**src/hw/rtl/tst_pkg.sv**
```systemverilog
package tst_pkg;

    localparam int SLOTS     = 256;
    localparam int SLOT_W    = 8;
    localparam int CNT_W     = 9;
    localparam int ZOOM_W    = 5;
    localparam int COORD_W   = 31;
    localparam int KEY_W     = ZOOM_W + 2 * COORD_W + 1;
    localparam logic [CNT_W-1:0] LIMIT_CAP = 9'd256;

    localparam logic [1:0] CMD_ADD    = 2'd0;
    localparam logic [1:0] CMD_REMOVE = 2'd1;
    localparam logic [1:0] CMD_LOOKUP = 2'd2;

    localparam logic [1:0] ST_OK      = 2'd0;
    localparam logic [1:0] ST_FULL    = 2'd1;
    localparam logic [1:0] ST_DUP     = 2'd2;
    localparam logic [1:0] ST_ABSENT  = 2'd3;

    typedef struct packed {
        logic [ZOOM_W-1:0]  zoom;
        logic [COORD_W-1:0] x;
        logic [COORD_W-1:0] y;
        logic               scheme;
    } key_t;

    typedef enum logic [2:0] {
        S_IDLE,
        S_SCAN,
        S_WAIT,
        S_DECIDE,
        S_OUT
    } state_t;

    // controller -> datapath
    typedef struct packed {
        logic load;     // capture input item
        logic scan_clr; // restart slot scan
        logic scan_en;  // step slot scan
        logic ascend;   // move key to parent tile
        logic commit;   // apply add/remove, build result
    } dp_cmd_t;

    // datapath -> controller
    typedef struct packed {
        logic       scan_done;
        logic       hit;
        logic       zoom_zero;
        logic [1:0] cmd;
    } dp_stat_t;

endpackage

```
**src/hw/rtl/tst_ctrl.sv**
```systemverilog
module tst_ctrl (
    input  logic              clk,
    input  logic              rst_n,
    input  logic              in_valid,
    output logic              in_ready,
    output logic              out_valid,
    input  logic              out_ready,
    output tst_pkg::dp_cmd_t  cmd,
    input  tst_pkg::dp_stat_t stat
);
    tst_pkg::state_t state_reg, state_next;

    always_ff @(posedge clk or negedge rst_n)
    begin
        if (!rst_n)
        begin
            state_reg <= tst_pkg::S_IDLE;
        end
        else
        begin
            state_reg <= state_next;
        end
    end

    // next state
    always_comb
    begin
        state_next = state_reg;
        unique case (state_reg)
            tst_pkg::S_IDLE:
            begin
                if (in_valid)
                begin
                    state_next = tst_pkg::S_SCAN;
                end
            end
            tst_pkg::S_SCAN:
            begin
                if (stat.scan_done)
                begin
                    state_next = tst_pkg::S_WAIT;
                end
            end
            tst_pkg::S_WAIT:   state_next = tst_pkg::S_DECIDE;
            tst_pkg::S_DECIDE:
            begin
                if (stat.cmd == tst_pkg::CMD_LOOKUP && !stat.hit && !stat.zoom_zero)
                begin
                    state_next = tst_pkg::S_SCAN;
                end
                else
                begin
                    state_next = tst_pkg::S_OUT;
                end
            end
            tst_pkg::S_OUT:
            begin
                if (out_ready)
                begin
                    state_next = tst_pkg::S_IDLE;
                end
            end
            default:           state_next = tst_pkg::S_IDLE;
        endcase
    end

    // outputs
    always_comb
    begin
        in_ready  = 1'b0;
        out_valid = 1'b0;
        cmd       = '0;
        unique case (state_reg)
            tst_pkg::S_IDLE:
            begin
                in_ready     = 1'b1;
                cmd.load     = in_valid;
                cmd.scan_clr = 1'b1;
            end
            tst_pkg::S_SCAN:   cmd.scan_en = 1'b1;
            tst_pkg::S_WAIT:   cmd.scan_en = 1'b0;
            tst_pkg::S_DECIDE:
            begin
                cmd.scan_clr = 1'b1;
                if (stat.cmd == tst_pkg::CMD_LOOKUP && !stat.hit && !stat.zoom_zero)
                begin
                    cmd.ascend = 1'b1;
                end
                else
                begin
                    cmd.commit = 1'b1;
                end
            end
            tst_pkg::S_OUT:    out_valid = 1'b1;
            default:           out_valid = 1'b0;
        endcase
    end
endmodule

```
**config.mk**
```make
export PLATFORM = sky130hd
export DESIGN_NAME = tst_ctrl
export DESIGN_NICKNAME = d
export VERILOG_FILES = /design/src/hw/rtl/tst_pkg.sv /design/src/hw/rtl/tst_ctrl.sv
export SDC_FILE = /design/constraint.sdc
export NUM_CORES = 1
export LEC_CHECK = 0
export BUFFER_PORTS_ARGS = -buffer_cell sky130_fd_sc_hd__buf_2
export CELL_PAD_IN_SITES_DETAIL_PLACEMENT = 0
export CELL_PAD_IN_SITES_GLOBAL_PLACEMENT = 1
export CORE_AREA = 2 2 39 41
export CTS_BUF_LIST = sky130_fd_sc_hd__clkbuf_2 sky130_fd_sc_hd__clkbuf_4 sky130_fd_sc_hd__clkbuf_8
export DETAILED_ROUTE_END_ITERATION = 6
export DIE_AREA = 0 0 41 43
export PLACE_DENSITY = 0.63
export SYNTH_ARGS = -nofsm -noshare
export SYNTH_HDL_FRONTEND = slang
export SYNTH_SLANG_ARGS = --single-unit
```
**constraint.sdc**
```tcl
create_clock -name clk -period 2 [get_ports clk]
set_input_delay 0.2 -clock clk [delete_from_list [all_inputs] [get_ports clk]]
set_output_delay 0.2 -clock clk [all_outputs]
set_load 0.02 [all_outputs]
```
==> results.md, run 1 <==
* CTS H-tree lvls at 1
* Hold depth at 2
* Worst min path class: in -> reg
* Final-report max-slew violation count at 0
* Grt ovf at 0
* Max FFs per register at 3
* RD Place Congestion at 0.7338
* Total GRT Usage at 8.442%
* Root buf cell: clkbuf_4
* Worst Setup Start Kind: flop
* Seq/Total Area, Yosys at 33.15%
* P_leak at 0.0001934 uW
* Worst Setup End Kind: primary output
* Net Sw Frac at 46.79%
* Vias per std cell at 3.983
* Worst Hold Launch: out_ready
* DR WL/cell at 9.433 um
* Count of cell types in the netlist at 16
* Sw Pwr at 259.8 uW
* Most frequent cell after synthesis: nor2_1
* Total Nets Final at 54
* Syn-to-layout area delta at 54.70%
* Port bufs at 15
* Die outline width at 41 um
* Critical path data required time at 1.80 ns
* Die Y-Extent at 43 um
* Post-route DRC at 0
* Syn Area/Cell at 8.710 um^2
* Asr flop ratio synth at 100.0%
* Detailed Place HPWL at 389 um
* Grt peak-use layer: met4
* Largest net degree at the start of global routing at 10
* Initial antenna violation count at 0
* Reg clk slew, reported paths at 0.04 ns
* Max Freq at 654.2 MHz
* Final ANT Viol Nets at 0
* Final Instance Area at 350.3 um^2
* Pre-antenna DRT Iters at 4
* RSZ-0062 raised after global routing: false
* Top fanout value on the critical path at 7
* Final core occ at 25.32%
* Via count at 239
* Flop pwr share at 26.2%
* Vias in the first global route at 183
* Final Hold Viols at 0
* Status: complete, no violations
* N_diodes at 0
* Clock Latency Late Sink at 0.24 ns
* I/O pin count at 16
* Post-synth top area cell: dfrtp_1
* RR Endpoint: state_reg[0]
* TritonCTS clock tree: built
* Clk_skew at 0.001773 ns
* First-pass GRT wire length at 848 um
* Max Cap Viol at 0
* Area contributors post-synth: dfrtp_1, nor4b_4, nor2_1, a2111oi_2, and4b_2
* Worst R2R Start: state_reg[1]
* Rows at 14
* Top-area cell type share of the netlist area at 33.15%
* Synthesized flop and latch total at 3
* Fin crit share at 76.43%
* Layout cells sized above 1 at 54.55%
* CP max stage delay at 0.45 ns
* CP Cell Sequence: nor2_1, inv_1, nor3_1, buf_2
* Combinational power share at 51.4%
* Clk sinks at 3
* Setup Crit Path Kind: reg -> out
* TritonCTS Buffers at 3
* Fillers at 152
* Final setup vio count at 0
* Number of flops mapped to enable cells by yosys at 0
* Setup crit start: state_reg[1]
* Hold WS at 0.1379 ns
* Die area at 1763 um^2
* Critical-path top delay cell: dfrtp_1
* Core Region at 1384 um^2
* Met1 usage at 10.97%
* Syn Std Cell Area at 226.5 um^2
* Clk pwr share at 22.4%
* CTS resizes at 0
* Final TNS setup at 0 ns
* DRT Wirelength at 566 um
* Peak supply drop at 600.3 uV
* Rel. slew slack at 79.31%
* Met3 usage at 3.141%
* Max Buffers Root-to-Sink at 2
* R2R setup slack at 0.95 ns
* Initial core utilization at 16.37%
* Power per cell area at 1585 nW/um^2
* Area of placed instances at 310.3 um^2
* Least-Margin Pin Slew at 0.3091 ns
* Worst R2R Path Depth at 3
* Pint at 295.5 uW
* Worst path arrival time at 1.33 ns
* Post-layout power at 555.3 uW
* Period minus WS final at 1.529 ns
* Synth top cells by count: nor2_1, dfrtp_1, inv_1, nand2_1
* Yosys warning count at 0
* Met2 Track Usage GR at 7.187%
* Mapped Nets at 35
* Top_reg_cell synth: dfrtp_1
* DRT iter0 DRCs at 5
* Cells after Synth at 26
* Hold Path Sink: state_reg[2]
[per-stage QoR]
step	cells	worst slack [ns]
finish	60	0.4714
global route	60	0.3479
CTS	60	0.4548
detailed placement	55	0.7043
global placement	55	0.7250
floorplan	26	0.6417
[critical path, delay by kind of cell, from the launching register on]
kind | cells | cell delay, ns
buffers and inverters | 2 | 0.28
DFF | 1 | 0.45
and+or+nand+nor | 2 | 0.36
[routing by layer]
layer	wire [um]	vias to the layer above	share of wire, %
li1	-	127	-
met1	260	100	46
met2	237	10	42
met3	49	2	8.7
met4	19	0	3.4
met5	0	-	0
[worst max path at each step]
| stage | to | slack [ns] |
|---|---|---|
| 2_1_floorplan | cmd[4] | 0.64 |
| 3_3_place_gp | cmd[1] | 0.73 |
| 3_5_place_dp | cmd[1] | 0.70 |
| 4_1_cts | cmd[4] | 0.45 |
| 5_1_grt | cmd[3] | 0.35 |
| 6_report | cmd[4] | 0.47 |
[power groups by stage]
stage	logic, uW	clock network (uW)	registers (uW)
floorplan	237	0	115
global placement	290	0	146
detailed placement	286	0	146
CTS	290	131	145
global route	313	143	155
finish	285	124	146
[cell type report]
type	instances	area [um^2]	area share, %
multi-input cells	18	128.9	36.79
repair buffers	16	85.08	24.29
flip-flops and latches	3	75.07	21.43
clock buffers	4	30.03	8.571
well taps	16	20.02	5.714
inverters	3	11.26	3.214
[repair_timing]
action,4_1_cts,5_1_grt
hold buffers,1,0
endpoints found under the hold margin,3,0
buffers inserted,0,0
[layout by cell type, fill, tap and decap left out]
master and n:
a2111oi_2 1, buf_2 15, dfrtp_1 3, nor2_2 1
nor3_1 1, nand2_1 3, a21oi_1 1, inv_1 3
nor4b_4 1, nand3b_1 1, dlygate4sd3_1 1, and4b_2 1
clkbuf_4 4, nor3b_1 1, o22ai_1 1, mux2_2 1
nor2_1 5
[cell families (layout without fill, tap and decap cells)]
group	Yosys count	in the layout	synth area share (%)
flip-flops	3	3	33.15
multiplexers	1	1	4.972
buffers and inverters	5	23	9.944
AND/OR/NAND/NOR	14	14	40.33
AO/OA/AOI/OAI	3	3	11.60
Note: power is estimated with default switching activity, not from simulation.
==> run 2, diff against run 1 <==
Settings changed: ABC_AREA set to 1, PLACE_DENSITY 0.63 to 0.7.
Clock period 2 ns to 1.3 ns, I/O delays scaled along.
==> run 2 against run 1 <==
Compared with the run above: count of clock-buffer cells in the layout unchanged; design area up 23%; routed wire length up 12%; cell count up 28%; critical path depth unchanged; critical path type unchanged; via count up 22%; highest routed layer is now met3; area after synthesis up 2.2%; first-iteration DRC count down 100%; sequential share of layout area down 3.7 points; core utilization up 5.8 points.
==> results.md, run 2 <==
* Clk_skew at 0.001004 ns
* Hold depth at 4
* Met3 usage at 3.141%
* Top fanout value on the critical path at 5
* Fin crit share at 97.00%
* Die Y-Extent at 43 um
* Root buf cell: clkbuf_4
* Number of flops mapped to enable cells by yosys at 0
* Asr flop ratio synth at 100.0%
* Met2 Track Usage GR at 11.56%
* Mapped Nets at 48
* Clock Latency Late Sink at 0.23 ns
* Worst R2R Path Depth at 8
* DRT iter0 DRCs at 0
* RSZ-0062 raised after global routing: true
* Reg clk slew, reported paths at 0.04 ns
* Via count at 291
* Largest net degree at the start of global routing at 8
* Clk pwr share at 16.3%
* Total Nets Final at 71
* Syn-to-layout area delta at 85.95%
* Worst min path class: in -> reg
* Syn Std Cell Area at 231.5 um^2
* Final core occ at 31.10%
* Inst Count DP at 69
* Hold Path Sink: state_reg[0]
* Flop pwr share at 19.7%
* Final setup vio count at 0
* Worst Setup Start Kind: flop
* Core Region at 1384 um^2
* Worst Setup End Kind: primary output
* Clk sinks at 3
* Cells after Synth at 39
* Pint at 599.8 uW
* P_leak at 0.0002584 uW
* Max Buffers Root-to-Sink at 2
* CP Cell Sequence: nor2_2, inv_2, nor3_2, buf_4
* Grt ovf at 0
* Area contributors post-synth: dfrtp_1, inv_1, nand2_1, nor2_1, nand3_1
* Max Cap Viol at 0
* Grt peak-use layer: met2
* Worst R2R Start: state_reg[1]
* Max FFs per register at 3
* Pre-antenna DRT Iters at 1
* Port bufs at 15
* Combinational power share at 63.9%
* Critical-path top delay cell: dfrtp_1
* Post-synth top area cell: dfrtp_1
* Top-area cell type share of the netlist area at 32.43%
* Seq/Total Area, Yosys at 32.43%
* Synthesized flop and latch total at 3
* Setup Crit Path Kind: reg -> out
* DRT Wirelength at 632 um
* Count of cell types in the netlist at 11
* Period minus WS final at 1.261 ns
* RR Endpoint: state_reg[0]
* Least-Margin Pin Slew at 0.2042 ns
* TritonCTS Buffers at 3
* Final-report max-slew violation count at 0
* Post-route DRC at 0
* Layout cells sized above 1 at 57.38%
* Detailed Place HPWL at 467 um
* Max Freq at 793.0 MHz
* Setup ws final at 0.03901 ns
* First-pass GRT wire length at 945 um
* Most frequent cell after synthesis: inv_1
* Power per cell area at 2587 nW/um^2
* Peak supply drop at 575.4 uV
* Initial antenna violation count at 0
* Sw Pwr at 513.5 uW
* Commonest non-fill, non-tap cell in the layout: buf_2
* TritonCTS clock tree: built
* Yosys warning count at 0
* Rel. slew slack at 86.33%
* Top_reg_cell synth: dfrtp_1
* Rows at 14
* Final ANT Viol Nets at 0
* Synth top cells by count: inv_1, nand2_1, nor2_1
* Vias in the first global route at 273
* R2R setup slack at 0.09 ns
* Final Non-Filler Cells at 77
* Net Sw Frac at 46.13%
* Final Hold Viols at 0
* I/O pin count at 16
* Critical path data required time at 1.17 ns
* Most frequent cells in the layout: buf_2, buf_4, inv_1
* Met1 usage at 9.646%
* CP max stage delay at 0.40 ns
* Vias per std cell at 3.779
* Dpl ws at 0.1737 ns
* Initial core utilization at 16.73%
* RD Place Congestion at 0.7186
* Die area at 1763 um^2
* CTS H-tree lvls at 1
* Worst Hold Launch: stat[4]
* Die outline width at 41 um
* Worst path arrival time at 1.13 ns
* Total GRT Usage at 8.233%
* N_diodes at 0
* DR WL/cell at 8.208 um
* Syn Area/Cell at 5.935 um^2
* Status: complete, no violations
run 2: metrics by stage:
stage	total power (uW)	hold WS [ns]	instance area [um^2]	TNS, ns
6_report	1113	0.1751	430.4	0
5_1_grt	1215	0.2165	430.4	-0.08804
4_1_cts	1005	0.1814	386.6	0
3_5_place_dp	729.8	-0.06837	319.1	0
3_3_place_gp	731.8	-0.06801	319.1	0
2_1_floorplan	589.2	-0.1656	231.5	0
run 2: cell families after synthesis:
group                  Yosys count  share of synthesized area [%]
flip-flops                       3                          32.43
AND/OR/NAND/NOR                 24                          45.95
AO/OA/AOI/OAI                    1                          2.160
buffers and inverters           11                          19.46
run 2: worst max path at each step:
stage / start / endpoint / slack, ns / cells past startpoint
2_1_floorplan: state_reg[0] / cmd[4] / 0.07 / 3
3_3_place_gp: state_reg[0] / cmd[4] / 0.16 / 4
3_5_place_dp: state_reg[0] / cmd[4] / 0.17 / 4
4_1_cts: state_reg[2] / cmd[1] / 0.0002 / 4
5_1_grt: state_reg[1] / cmd[4] / -0.04 / 4
6_report: state_reg[1] / cmd[4] / 0.04 / 4
run 2: per-layer routing:
metal  part of all wire (%)  wire [um]
met1                     36        230
met2                     55        347
met3                    8.5         54
met5                      0          0
met4                      0          0
run 2: layout make-up:
| type | instances | area [um^2] |
|---|---|---|
| Timing Repair Buffer | 19 | 126.4 |
| Clock buffer | 4 | 30.03 |
| Inverter | 10 | 37.54 |
| Sequential cell | 3 | 76.32 |
| Tap cell | 16 | 20.02 |
| Multi-Input combinational cell | 25 | 140.1 |
| Fill cell | 158 | 953.4 |
run 2: what timing repair did:
action                     4_1_cts  5_1_grt
gates resized for setup          5       13
hold endpoints to repair         3        0
pin swaps                        1        2
hold buffers                     1        0
setup endpoints to repair        5        6
setup buffers                    2        1
run 2: worst max-delay path: cells and delay by family (launching register included):
family / cells / cell delay (ns)
flops: 1 / 0.40
simple gates: 2 / 0.26
buf+inv: 2 / 0.24
run 2: power by group through the flow:
stage               combinational (uW)  sequential [uW]  clock, uW
floorplan                          404              185          0
global placement                   539              192          0
detailed placement                 534              196          0
CTS                                609              207        189
global route                       794              225        195
finish                             712              219        182
